[src/hdl/bmft_pkg.sv]
`timescale 1ns / 1ps

package bmft_pkg;

  // Fixed field widths
  localparam int unsigned SN_W   = 7;
  localparam int unsigned CMD_W  = 2;
  localparam int unsigned ADDR_W = 8;
  localparam int unsigned STAT_W = 2;

  // Request kinds
  localparam logic KIND_READ  = 1'b0;
  localparam logic KIND_WRITE = 1'b1;

  // Flash commands
  localparam logic [CMD_W-1:0] CMD_READ  = 2'd0;
  localparam logic [CMD_W-1:0] CMD_WRITE = 2'd1;
  localparam logic [CMD_W-1:0] CMD_ERASE = 2'd2;
  localparam logic [CMD_W-1:0] CMD_NONE  = 2'd3;

  // Write data source
  localparam logic SRC_HOST = 1'b0;
  localparam logic SRC_COPY = 1'b1;

  // Status codes
  localparam logic [STAT_W-1:0] STAT_OK       = 2'd0;
  localparam logic [STAT_W-1:0] STAT_UNMAPPED = 2'd1;
  localparam logic [STAT_W-1:0] STAT_NO_FREE  = 2'd2;

endpackage

[src/hdl/bmft_if.sv]
`timescale 1ns / 1ps

// Request channel: one sector read or write per transfer
interface bmft_req_if import bmft_pkg::*; ();
  logic            valid;
  logic            ready;
  logic            kind;
  logic [SN_W-1:0] sector_number;

  modport source (output valid, output kind, output sector_number, input ready);
  modport sink   (input valid, input kind, input sector_number, output ready);
endinterface

// Response channel: one flash command per transfer
interface bmft_rsp_if import bmft_pkg::*; ();
  logic              valid;
  logic              ready;
  logic [CMD_W-1:0]  command;
  logic [ADDR_W-1:0] flash_address;
  logic              data_source;
  logic [STAT_W-1:0] status;
  logic              last;

  modport source (output valid, output command, output flash_address, output data_source,
                  output status, output last, input ready);
  modport sink   (input valid, input command, input flash_address, input data_source,
                  input status, input last, output ready);
endinterface

[src/hdl/block_mapped_flash_translation.sv]
`timescale 1ns / 1ps

// Block-mapped flash translation. Each request transfer reads or writes one logical
// sector; the block answers with a run of flash command transfers, the final one
// flagged last. A request passes the decode state, and a write to a mapped block also
// the page-used lookup state, before its first command. A read, an error, or a write
// into an unused page of a mapped block gives one command. A write to an unmapped block
// scans the block-allocated flags one block per cycle, skipping the spare, before its
// single write command, or a no-free-block error once all blocks are scanned. A write
// to a used page merges the block into the spare block: a read and a write per page,
// then an erase, 2 * PAGES_PER_BLK + 1 commands at one command per cycle while the sink
// accepts. The single page-address unit computes the read and write addresses (block
// times pages plus offset). A new request is taken only once the previous one has
// issued its last command; the output register lets that command wait for the sink
// while the next request is taken. No clearing pass after reset: used-page words carry
// per-block valid bits.
module block_mapped_flash_translation import bmft_pkg::*; #(
  parameter int unsigned PAGES_PER_BLK = 8,
  parameter int unsigned DATA_BLOCKS   = 16,
  parameter int unsigned TOTAL_BLOCKS  = 17
) (
  input  logic        clk_i,
  input  logic        rst_ni,
  bmft_req_if.sink    req_i,
  bmft_rsp_if.source  rsp_o
);

  localparam int unsigned OW = $clog2(PAGES_PER_BLK);
  localparam int unsigned LW = $clog2(DATA_BLOCKS);
  localparam int unsigned BW = $clog2(TOTAL_BLOCKS);
  localparam int unsigned CW = $clog2(TOTAL_BLOCKS + 1);
  localparam int unsigned AW = BW + OW;
  localparam int unsigned NSN = 1 << SN_W;

  // Sequencer states
  localparam logic [2:0] S_IDLE  = 3'd0;
  localparam logic [2:0] S_DEC   = 3'd1;
  localparam logic [2:0] S_PU    = 3'd2;
  localparam logic [2:0] S_MRD   = 3'd3;
  localparam logic [2:0] S_MWR   = 3'd4;
  localparam logic [2:0] S_ERASE = 3'd5;
  localparam logic [2:0] S_SCAN  = 3'd6;

  // Sector number split tables (logical block, page offset)
  logic [SN_W-1:0] lbn_tab [NSN];
  logic [OW-1:0]   off_tab [NSN];

  for (genvar g = 0; g < NSN; g++) begin : g_split
    assign lbn_tab[g] = SN_W'(g / PAGES_PER_BLK);
    assign off_tab[g] = OW'(g % PAGES_PER_BLK);
  end

  logic [2:0]              state_q, state_d;
  logic                    kind_q, kind_d;
  logic [SN_W-1:0]         lbn_q, lbn_d;
  logic [OW-1:0]           off_q, off_d;
  logic [BW-1:0]           oldb_q, oldb_d;
  logic [PAGES_PER_BLK-1:0] oldused_q, oldused_d;
  logic [OW-1:0]           idx_q, idx_d;
  logic [CW-1:0]           scan_q, scan_d;
  logic [BW-1:0]           spare_q, spare_d;
  logic [TOTAL_BLOCKS-1:0] alloc_q, alloc_d;
  logic [DATA_BLOCKS-1:0]  mvalid_q, mvalid_d;

  // Block map memory
  logic [BW-1:0] bm_mem [DATA_BLOCKS];
  logic [BW-1:0] bm_rdata_q;
  logic          bm_re;
  logic [LW-1:0] bm_raddr;
  logic          bm_we;
  logic [BW-1:0] bm_wdata;

  // Page-used store port
  logic                     pu_we;
  logic [BW-1:0]            pu_waddr;
  logic [PAGES_PER_BLK-1:0] pu_wdata;
  logic                     pu_clr;
  logic [BW-1:0]            pu_raddr;
  logic [PAGES_PER_BLK-1:0] pu_rdata;

  // Output register
  logic              ov_q, ov_d;
  logic [CMD_W-1:0]  cmd_q;
  logic [ADDR_W-1:0] addr_q;
  logic              src_q;
  logic [STAT_W-1:0] stat_q;
  logic              last_q;

  logic              out_free;
  logic              emit;
  logic [CMD_W-1:0]  e_cmd;
  logic [ADDR_W-1:0] e_addr;
  logic              e_src;
  logic [STAT_W-1:0] e_stat;
  logic              e_last;

  // Shared page-address unit
  logic [BW-1:0]     au_blk;
  logic [OW-1:0]     au_off;
  logic [AW-1:0]     au_full;
  logic [ADDR_W-1:0] au_addr;

  assign au_full = AW'(au_blk) * AW'(PAGES_PER_BLK) + AW'(au_off);
  assign au_addr = ADDR_W'(au_full);

  logic                     in_range;
  logic                     mapped;
  logic [PAGES_PER_BLK-1:0] bitv;
  logic                     scan_end;
  logic                     scan_hit;

  assign in_range = lbn_q < SN_W'(DATA_BLOCKS);
  assign mapped   = mvalid_q[lbn_q[LW-1:0]];
  assign bitv     = PAGES_PER_BLK'(1) << off_q;
  assign scan_end = scan_q == CW'(TOTAL_BLOCKS);
  assign scan_hit = (scan_q != CW'(spare_q)) && !alloc_q[scan_q[BW-1:0]];

  assign out_free    = !ov_q || rsp_o.ready;
  assign req_i.ready = state_q == S_IDLE;

  // Sequencer
  always_comb begin
    state_d   = state_q;
    kind_d    = kind_q;
    lbn_d     = lbn_q;
    off_d     = off_q;
    oldb_d    = oldb_q;
    oldused_d = oldused_q;
    idx_d     = idx_q;
    scan_d    = scan_q;
    spare_d   = spare_q;
    alloc_d   = alloc_q;
    mvalid_d  = mvalid_q;
    emit      = 1'b0;
    e_cmd     = CMD_NONE;
    e_addr    = '0;
    e_src     = SRC_HOST;
    e_stat    = STAT_OK;
    e_last    = 1'b0;
    au_blk    = oldb_q;
    au_off    = off_q;
    bm_re     = 1'b0;
    bm_raddr  = lbn_tab[req_i.sector_number][LW-1:0];
    bm_we     = 1'b0;
    bm_wdata  = spare_q;
    pu_we     = 1'b0;
    pu_waddr  = oldb_q;
    pu_wdata  = pu_rdata | bitv;
    pu_clr    = 1'b0;
    pu_raddr  = bm_rdata_q;

    unique case (state_q)
      S_IDLE: begin
        if (req_i.valid) begin
          kind_d  = req_i.kind;
          lbn_d   = lbn_tab[req_i.sector_number];
          off_d   = off_tab[req_i.sector_number];
          bm_re   = 1'b1;
          state_d = S_DEC;
        end
      end
      S_DEC: begin
        au_blk = bm_rdata_q;
        if (!in_range || (kind_q == KIND_READ && !mapped)) begin
          emit   = 1'b1;
          e_stat = STAT_UNMAPPED;
          e_last = 1'b1;
          if (out_free) state_d = S_IDLE;
        end else if (kind_q == KIND_READ) begin
          emit   = 1'b1;
          e_cmd  = CMD_READ;
          e_addr = au_addr;
          e_last = 1'b1;
          if (out_free) state_d = S_IDLE;
        end else if (!mapped) begin
          scan_d  = '0;
          state_d = S_SCAN;
        end else begin
          oldb_d  = bm_rdata_q;
          state_d = S_PU;
        end
      end
      S_PU: begin
        if ((pu_rdata & bitv) == '0) begin
          // Unused page: write in place
          emit   = 1'b1;
          e_cmd  = CMD_WRITE;
          e_addr = au_addr;
          e_last = 1'b1;
          if (out_free) begin
            pu_we   = 1'b1;
            state_d = S_IDLE;
          end
        end else begin
          oldused_d = pu_rdata;
          idx_d     = '0;
          state_d   = S_MRD;
        end
      end
      S_MRD: begin
        au_off = idx_q;
        emit   = 1'b1;
        e_cmd  = CMD_READ;
        e_addr = au_addr;
        if (out_free) state_d = S_MWR;
      end
      S_MWR: begin
        au_blk = spare_q;
        au_off = idx_q;
        emit   = 1'b1;
        e_cmd  = CMD_WRITE;
        e_addr = au_addr;
        e_src  = (idx_q == off_q) ? SRC_HOST : SRC_COPY;
        if (out_free) begin
          if (idx_q == OW'(PAGES_PER_BLK - 1)) begin
            state_d = S_ERASE;
          end else begin
            idx_d   = idx_q + OW'(1);
            state_d = S_MRD;
          end
        end
      end
      S_ERASE: begin
        emit   = 1'b1;
        e_cmd  = CMD_ERASE;
        e_addr = ADDR_W'(oldb_q);
        e_last = 1'b1;
        if (out_free) begin
          // Spare takes over the logical block, old block becomes spare
          pu_we            = 1'b1;
          pu_waddr         = spare_q;
          pu_wdata         = oldused_q | bitv;
          pu_clr           = 1'b1;
          bm_we            = 1'b1;
          alloc_d[spare_q] = 1'b1;
          alloc_d[oldb_q]  = 1'b0;
          spare_d          = oldb_q;
          state_d          = S_IDLE;
        end
      end
      S_SCAN: begin
        au_blk = scan_q[BW-1:0];
        if (scan_end) begin
          emit   = 1'b1;
          e_stat = STAT_NO_FREE;
          e_last = 1'b1;
          if (out_free) state_d = S_IDLE;
        end else if (scan_hit) begin
          emit   = 1'b1;
          e_cmd  = CMD_WRITE;
          e_addr = au_addr;
          e_last = 1'b1;
          if (out_free) begin
            // Free blocks always hold no used pages
            pu_we                       = 1'b1;
            pu_waddr                    = scan_q[BW-1:0];
            pu_wdata                    = bitv;
            bm_we                       = 1'b1;
            bm_wdata                    = scan_q[BW-1:0];
            alloc_d[scan_q[BW-1:0]]     = 1'b1;
            mvalid_d[lbn_q[LW-1:0]]     = 1'b1;
            state_d                     = S_IDLE;
          end
        end else begin
          scan_d = scan_q + CW'(1);
        end
      end
      default: state_d = S_IDLE;
    endcase
  end

  assign ov_d = (emit && out_free) ? 1'b1 : (rsp_o.ready ? 1'b0 : ov_q);

  // Block map memory
  always_ff @(posedge clk_i) begin
    if (bm_we) begin
      bm_mem[lbn_q[LW-1:0]] <= bm_wdata;
    end
    if (bm_re) begin
      bm_rdata_q <= bm_mem[bm_raddr];
    end
  end

  bmft_pu_store #(
    .DEPTH (TOTAL_BLOCKS),
    .AW    (BW),
    .DW    (PAGES_PER_BLK)
  ) u_pu_store (
    .clk_i   (clk_i),
    .rst_ni  (rst_ni),
    .we_i    (pu_we),
    .waddr_i (pu_waddr),
    .wdata_i (pu_wdata),
    .clr_i   (pu_clr),
    .caddr_i (oldb_q),
    .raddr_i (pu_raddr),
    .rdata_o (pu_rdata)
  );

  // Control state
  always_ff @(posedge clk_i or negedge rst_ni) begin
    if (!rst_ni) begin
      state_q  <= S_IDLE;
      spare_q  <= BW'(TOTAL_BLOCKS - 1);
      alloc_q  <= '0;
      mvalid_q <= '0;
      ov_q     <= 1'b0;
    end else begin
      state_q  <= state_d;
      spare_q  <= spare_d;
      alloc_q  <= alloc_d;
      mvalid_q <= mvalid_d;
      ov_q     <= ov_d;
    end
  end

  // Request context and output payload
  always_ff @(posedge clk_i) begin
    kind_q    <= kind_d;
    lbn_q     <= lbn_d;
    off_q     <= off_d;
    oldb_q    <= oldb_d;
    oldused_q <= oldused_d;
    idx_q     <= idx_d;
    scan_q    <= scan_d;
    if (emit && out_free) begin
      cmd_q  <= e_cmd;
      addr_q <= e_addr;
      src_q  <= e_src;
      stat_q <= e_stat;
      last_q <= e_last;
    end
  end

  assign rsp_o.valid         = ov_q;
  assign rsp_o.command       = cmd_q;
  assign rsp_o.flash_address = addr_q;
  assign rsp_o.data_source   = src_q;
  assign rsp_o.status        = stat_q;
  assign rsp_o.last          = last_q;

`ifndef NO_ASSERTIONS
  // An accepted request always goes to decode next
  a_accept_dec: assert property (@(posedge clk_i) disable iff (!rst_ni)
    req_i.valid && req_i.ready |=> state_q == S_DEC)
    else $error("request accepted without decode");

  // The spare block is never marked allocated
  a_spare_free: assert property (@(posedge clk_i) disable iff (!rst_ni)
    !alloc_q[spare_q])
    else $error("spare block marked allocated");

  // An error status comes only with no flash access, and ends the request
  a_err_none: assert property (@(posedge clk_i) disable iff (!rst_ni)
    ov_q && stat_q != STAT_OK |-> cmd_q == CMD_NONE && last_q)
    else $error("error status on a flash command");

  // A merge write is followed by a read of the next page or by the erase
  a_merge_seq: assert property (@(posedge clk_i) disable iff (!rst_ni)
    state_q == S_MWR && out_free |=> state_q == S_MRD || state_q == S_ERASE)
    else $error("merge sequence broken");
`endif

endmodule

[src/hdl/bmft_pu_store.sv]
`timescale 1ns / 1ps

// Page-used store: one word of used bits per physical block.
// Registered read, one write and one entry clear per cycle.
// Entries that were never written or were cleared read as zero.
module bmft_pu_store #(
  parameter int unsigned DEPTH = 17,
  parameter int unsigned AW    = 5,
  parameter int unsigned DW    = 8
) (
  input  logic          clk_i,
  input  logic          rst_ni,
  input  logic          we_i,
  input  logic [AW-1:0] waddr_i,
  input  logic [DW-1:0] wdata_i,
  input  logic          clr_i,
  input  logic [AW-1:0] caddr_i,
  input  logic [AW-1:0] raddr_i,
  output logic [DW-1:0] rdata_o
);

  logic [DW-1:0]    mem [DEPTH];
  logic [DEPTH-1:0] vld_q;
  logic [DEPTH-1:0] vld_d;
  logic [DW-1:0]    rdata_q;
  logic             rvld_q;

  // Data array, no reset
  always_ff @(posedge clk_i) begin
    if (we_i) begin
      mem[waddr_i] <= wdata_i;
    end
    rdata_q <= mem[raddr_i];
  end

  // Entry valid bits; a write wins over a clear of the same entry
  always_comb begin
    vld_d = vld_q;
    if (clr_i) begin
      vld_d[caddr_i] = 1'b0;
    end
    if (we_i) begin
      vld_d[waddr_i] = 1'b1;
    end
  end

  always_ff @(posedge clk_i or negedge rst_ni) begin
    if (!rst_ni) begin
      vld_q  <= '0;
      rvld_q <= 1'b0;
    end else begin
      vld_q  <= vld_d;
      rvld_q <= vld_q[raddr_i];
    end
  end

  assign rdata_o = rvld_q ? rdata_q : '0;

endmodule
[src/flat_wrapper.sv]
// flat-port wrapper written by rule: the top's interface ports become plain ports
module block_mapped_flash_translation_flat import bmft_pkg::*;
#(
  parameter int unsigned PAGES_PER_BLK = 8,
  parameter int unsigned DATA_BLOCKS   = 16,
  parameter int unsigned TOTAL_BLOCKS  = 17
)
  (clk_i, rst_ni, req_i_valid, req_i_kind, req_i_sector_number, req_i_ready, rsp_o_valid, rsp_o_command, rsp_o_flash_address, rsp_o_data_source, rsp_o_status, rsp_o_last, rsp_o_ready);
  bmft_req_if req_i_i ();
  bmft_rsp_if rsp_o_i ();
  input  logic clk_i;
  input  logic rst_ni;
  input wire logic [$bits(req_i_i.valid)-1:0] req_i_valid;
  input wire logic [$bits(req_i_i.kind)-1:0] req_i_kind;
  input wire logic [$bits(req_i_i.sector_number)-1:0] req_i_sector_number;
  output wire logic [$bits(req_i_i.ready)-1:0] req_i_ready;
  output wire logic [$bits(rsp_o_i.valid)-1:0] rsp_o_valid;
  output wire logic [$bits(rsp_o_i.command)-1:0] rsp_o_command;
  output wire logic [$bits(rsp_o_i.flash_address)-1:0] rsp_o_flash_address;
  output wire logic [$bits(rsp_o_i.data_source)-1:0] rsp_o_data_source;
  output wire logic [$bits(rsp_o_i.status)-1:0] rsp_o_status;
  output wire logic [$bits(rsp_o_i.last)-1:0] rsp_o_last;
  input wire logic [$bits(rsp_o_i.ready)-1:0] rsp_o_ready;
  assign req_i_i.valid = req_i_valid;
  assign req_i_i.kind = req_i_kind;
  assign req_i_i.sector_number = req_i_sector_number;
  assign req_i_ready = req_i_i.ready;
  assign rsp_o_valid = rsp_o_i.valid;
  assign rsp_o_command = rsp_o_i.command;
  assign rsp_o_flash_address = rsp_o_i.flash_address;
  assign rsp_o_data_source = rsp_o_i.data_source;
  assign rsp_o_status = rsp_o_i.status;
  assign rsp_o_last = rsp_o_i.last;
  assign rsp_o_i.ready = rsp_o_ready;
  block_mapped_flash_translation #(.PAGES_PER_BLK(PAGES_PER_BLK), .DATA_BLOCKS(DATA_BLOCKS), .TOTAL_BLOCKS(TOTAL_BLOCKS)) u_core (.clk_i(clk_i), .rst_ni(rst_ni), .req_i(req_i_i), .rsp_o(rsp_o_i));
endmodule
[config.mk]
export PLATFORM = sky130hd
export DESIGN_NAME = block_mapped_flash_translation_flat
export DESIGN_NICKNAME = d
export VERILOG_FILES = /design/src/hdl/bmft_pkg.sv /design/src/hdl/bmft_if.sv /design/src/hdl/block_mapped_flash_translation.sv /design/src/hdl/bmft_pu_store.sv /design/src/flat_wrapper.sv
export SDC_FILE = /design/constraint.sdc
export NUM_CORES = 1
export LEC_CHECK = 0
export BUFFER_PORTS_ARGS = -buffer_cell sky130_fd_sc_hd__buf_2
export CORE_MARGIN = 4
export CORE_UTILIZATION = 60
export DETAILED_ROUTE_END_ITERATION = 10
export PLACE_DENSITY = 0.77
export SLEW_MARGIN = 20
export SYNTH_ARGS = -nofsm -noshare
export SYNTH_HDL_FRONTEND = slang
export SYNTH_HIERARCHICAL = 1
export SYNTH_SLANG_ARGS = --single-unit
[constraint.sdc]
create_clock -name clk_i -period 4.5 [get_ports clk_i]
set_clock_uncertainty 0.05 [all_clocks]
set_input_delay 0.9 -clock clk_i [delete_from_list [all_inputs] [get_ports clk_i]]
set_output_delay 0.9 -clock clk_i [all_outputs]
set_load 0.05 [all_outputs]
==> results.json <==
{
  "maxSlewHeadroom_pct": 33.4,
  "run_status": "complete, no violations",
  "grt_pass1_vias": 8870,
  "synth_cell_types": 69,
  "yosysSeqAreaShare_pct": 66.0,
  "drv_slew": 0,
  "post_cts_resized": 0,
  "crit_path_top_delay_cell": "edfxtp_1",
  "cts.reportedPaths.clkPinSlew_ns": 0.06,
  "grtUsageMet2_pct": 38.3,
  "critical_path_class": "reg2reg",
  "cp_data_required_time_ns": 4.58,
  "hpwl_mm": 20.4,
  "finalSetupViolCount": 0,
  "critPathCapture": "u_core/u_pu_store/mem[0][7]",
  "synth_area_leaders": "edfxtp_1 55%, dfrtp_1 10%, mux4_2 7.6%",
  "vdd_drop_max_uv": 404,
  "use_met1_pct": 35.7,
  "initial_utilization_pct": 61.4,
  "top_usage_layer": "met2",
  "fin_nets": 1053,
  "power_density_nw_per_um2": 585,
  "worstSkewPairLatency_ns": 0.52,
  "grt_overflow": 0,
  "synth_flop_cell": "edfxtp_1",
  "antenna_found_initial": 0,
  "cpPeakStageDelay_ns": 0.70,
  "worstHoldPathType": "in2async",
  "totalWireLength_mm": 32.0,
  "core-area_um2": 23700,
  "multiInputGateArea_um2": 4630,
  "leakagePower_nw": 5.74,
  "die_area_um2": 26800,
  "cp_max_fo": 34,
  "ctsHoldBuffers": 0,
  "cp-startpoint": "u_core/scan_q[2]",
  "synth_cells": 1006,
  "cts.sink_count": 332,
  "num_antenna_cells": 0,
  "cts_tree": "done",
  "crit_path_start_kind": "register",
  "wire_per_inst_um": 23.2,
  "syn_area_um2": 14500,
  "async_flop_share_pct": 18.1,
  "root_buffer": "clkbuf_16",
  "period_share_pct": 92.3,
  "rsz0062_at_grt": "no",
  "met3_usage_pct": 3.33,
  "grt_max_degree": 43,
  "reg2reg_from": "u_core/scan_q[2]",
  "io_pins": 28,
  "synth_nets": 1024,
  "synth-seq-cells": 332,
  "cp_cell_sequence": "nor2_1 > and4_1 > o31a_2 > o41a_4 > a221o_1 > or3b_1 > nor2_1",
  "synth_area_leader_cell": "edfxtp_1",
  "r2r_setup_slack_ns": 0.35,
  "syn_area_per_cell_um2": 14.4,
  "die_w_um": 164,
  "grtUsageTotal_pct": 24.3,
  "ff2ff_path_depth": 7,
  "die_h_um": 164,
  "yosys_warnings": 6,
  "syn_to_final_growth_pct": 10.6,
  "synth_edf_count": 264,
  "worstPathArrival_ns": 4.24,
  "cts-buffers-inserted": 35,
  "ant_nets": 0,
  "drive_gt1_share_pct": 17.6,
  "min_period_ns": 4.15,
  "r2r_end": "u_core/u_pu_store/mem[0][7]",
  "fin_setup_tns_ns": 0,
  "hold_viol": 0,
  "post_cts_buffers": 0,
  "cts_buffer_depth": 3,
  "whs_ns": 0.331,
  "yosys.area.top_type_share_pct": 54.5,
  "maxCapViolCount": 0,
  "via_count": 9004,
  "ctsHtreeMaxLevel": 2,
  "worst-slew-pin-transition_ns": 0.999,
  "routed_via_density": 6.52,
  "fp-row-count": 56,
  "grt_first_pass_wirelength_mm": 50.2,
  "endpoint_kind": "register",
  "drc": 0,
  "num-fill-cells": 1617,
  "crit_path_frequent_cell": "nor2_1",
  "regArea_um2": 9590,
  "drt_iter0_drc": 1097,
  "drt_pass1_iterations": 6,
  "port_buffers": 27,
  "max_freq_mhz": 241,
  "gp_congestion": 0.874
}
where the power goes:
group	internal, W	leakage, nW	switching (W)
clock	0.00160	0.528	0.00111
combinational	0.000801	1.94	0.00157
sequential	0.00400	3.27	0.000333
total	0.00640	5.74	0.00301
sequential cells by signal (all words and copies together), names as in the netlist, 2 cells and up:
signal	count
u_core/alloc_q	17
u_core/bm_mem	80
u_core/bm_rdata_q	5
u_core/idx_q	3
u_core/lbn_q	4
u_core/mvalid_q	16
u_core/off_q	3
u_core/oldb_q	5
u_core/oldused_q	8
u_core/rsp_o.command	2
u_core/rsp_o.flash_address	8
u_core/rsp_o.status	2
u_core/scan_q	5
u_core/spare_q	5
u_core/state_q	3
u_core/u_pu_store/mem	136
u_core/u_pu_store/rdata_q	8
u_core/u_pu_store/vld_q	17
Yosys cell counts (all sizes together) (8+ instances only):
cell type / count
a21o: 15
mux2i: 44
buf: 22
nand3: 17
clkbuf: 38
nand2: 70
o21ai: 73
nand3b: 13
nor2: 75
nor2b: 10
dfrtp: 59
mux2: 18
and2: 23
inv: 11
edfxtp: 264
a21oi: 18
nor3: 17
mux4: 49
a221o: 13
dfxtp: 8
o22ai: 43
area by class of cell:
class | instances | area share (%)
timing repair buffer | 52 | 2.01
sequential | 332 | 59.6
tap | 319 | 2.48
inverter | 12 | 0.280
clock inverter | 12 | 0.591
multi-input combinational | 602 | 28.8
clock buffer | 51 | 6.20
worst min path at each step:
stage                   startpoint  depth (start not counted)             endpoint
4_1_cts                     rst_ni                          1   u_core/mvalid_q[6]
3_5_place_dp    u_core/mvalid_q[6]                          1   u_core/mvalid_q[6]
5_1_grt                     rst_ni                          1   u_core/mvalid_q[6]
3_3_place_gp   u_core/mvalid_q[10]                          1  u_core/mvalid_q[10]
6_report                    rst_ni                          1   u_core/mvalid_q[5]
2_1_floorplan  u_core/mvalid_q[10]                          1  u_core/mvalid_q[10]
metrics by stage:
| step | setup slack, ns | utilization, % | power [W] | area (um2) | instances |
|---|---|---|---|---|---|
| floorplan | 0.702 | - | 0.00600 | 14500 | 1006 |
| global placement | 0.505 | 63.3 | 0.00664 | 15000 | 1317 |
| detailed placement | 0.396 | 63.3 | 0.00670 | 15000 | 1317 |
| CTS | 0.366 | 67.9 | 0.00942 | 16100 | 1380 |
| global route | 0.126 | 67.9 | 0.00983 | 16100 | 1380 |
| finish | 0.347 | 67.9 | 0.00941 | 16100 | 1380 |
critical path, delay by kind of cell, from the launching register on:
kind,cells,cell delay (ns)
and+or+nand+nor,4,1.64
AOI/OAI and AO/OA,3,1.35
DFF,1,0.70
placed cells by master, fill, tap and decap left out, types with 8 or more instances in the layout:
cell type  synthesis  routed
a21o_1            15      15
a21oi_1           18      18
a221o_1           13      13
and2_1            22      22
buf_2             10      27
buf_4              3      25
clkbuf_1          37      11
clkbuf_16          0      36
dfrtp_1           59      59
dfxtp_1            8       8
edfxtp_1         264     264
inv_1             11      11
mux2_2            14      14
mux2i_1           44      44
mux4_2            49      49
nand2_1           70      70
nand3_1           17      17
nand3b_1          13      13
nor2_1            75      75
nor2b_1           10      10
nor3_1            17      17
o21ai_0           72      67
o22ai_1           43      43
cells by family after synthesis:
logic type,synth area share (%)
flops,66.0
simple gates,9.32
compound gates,9.23
mux,12.0
buf+inv,2.24
xor+xnor,0.663
fa+ha+maj,0.517
routing by layer:
layer	wire length [um]	vias to the layer above
met2	15100	517
li1	-	3954
met1	13000	4460
met4	907	0
met3	2980	73
met5	0	-
Note: power is estimated with default switching activity, not from simulation.
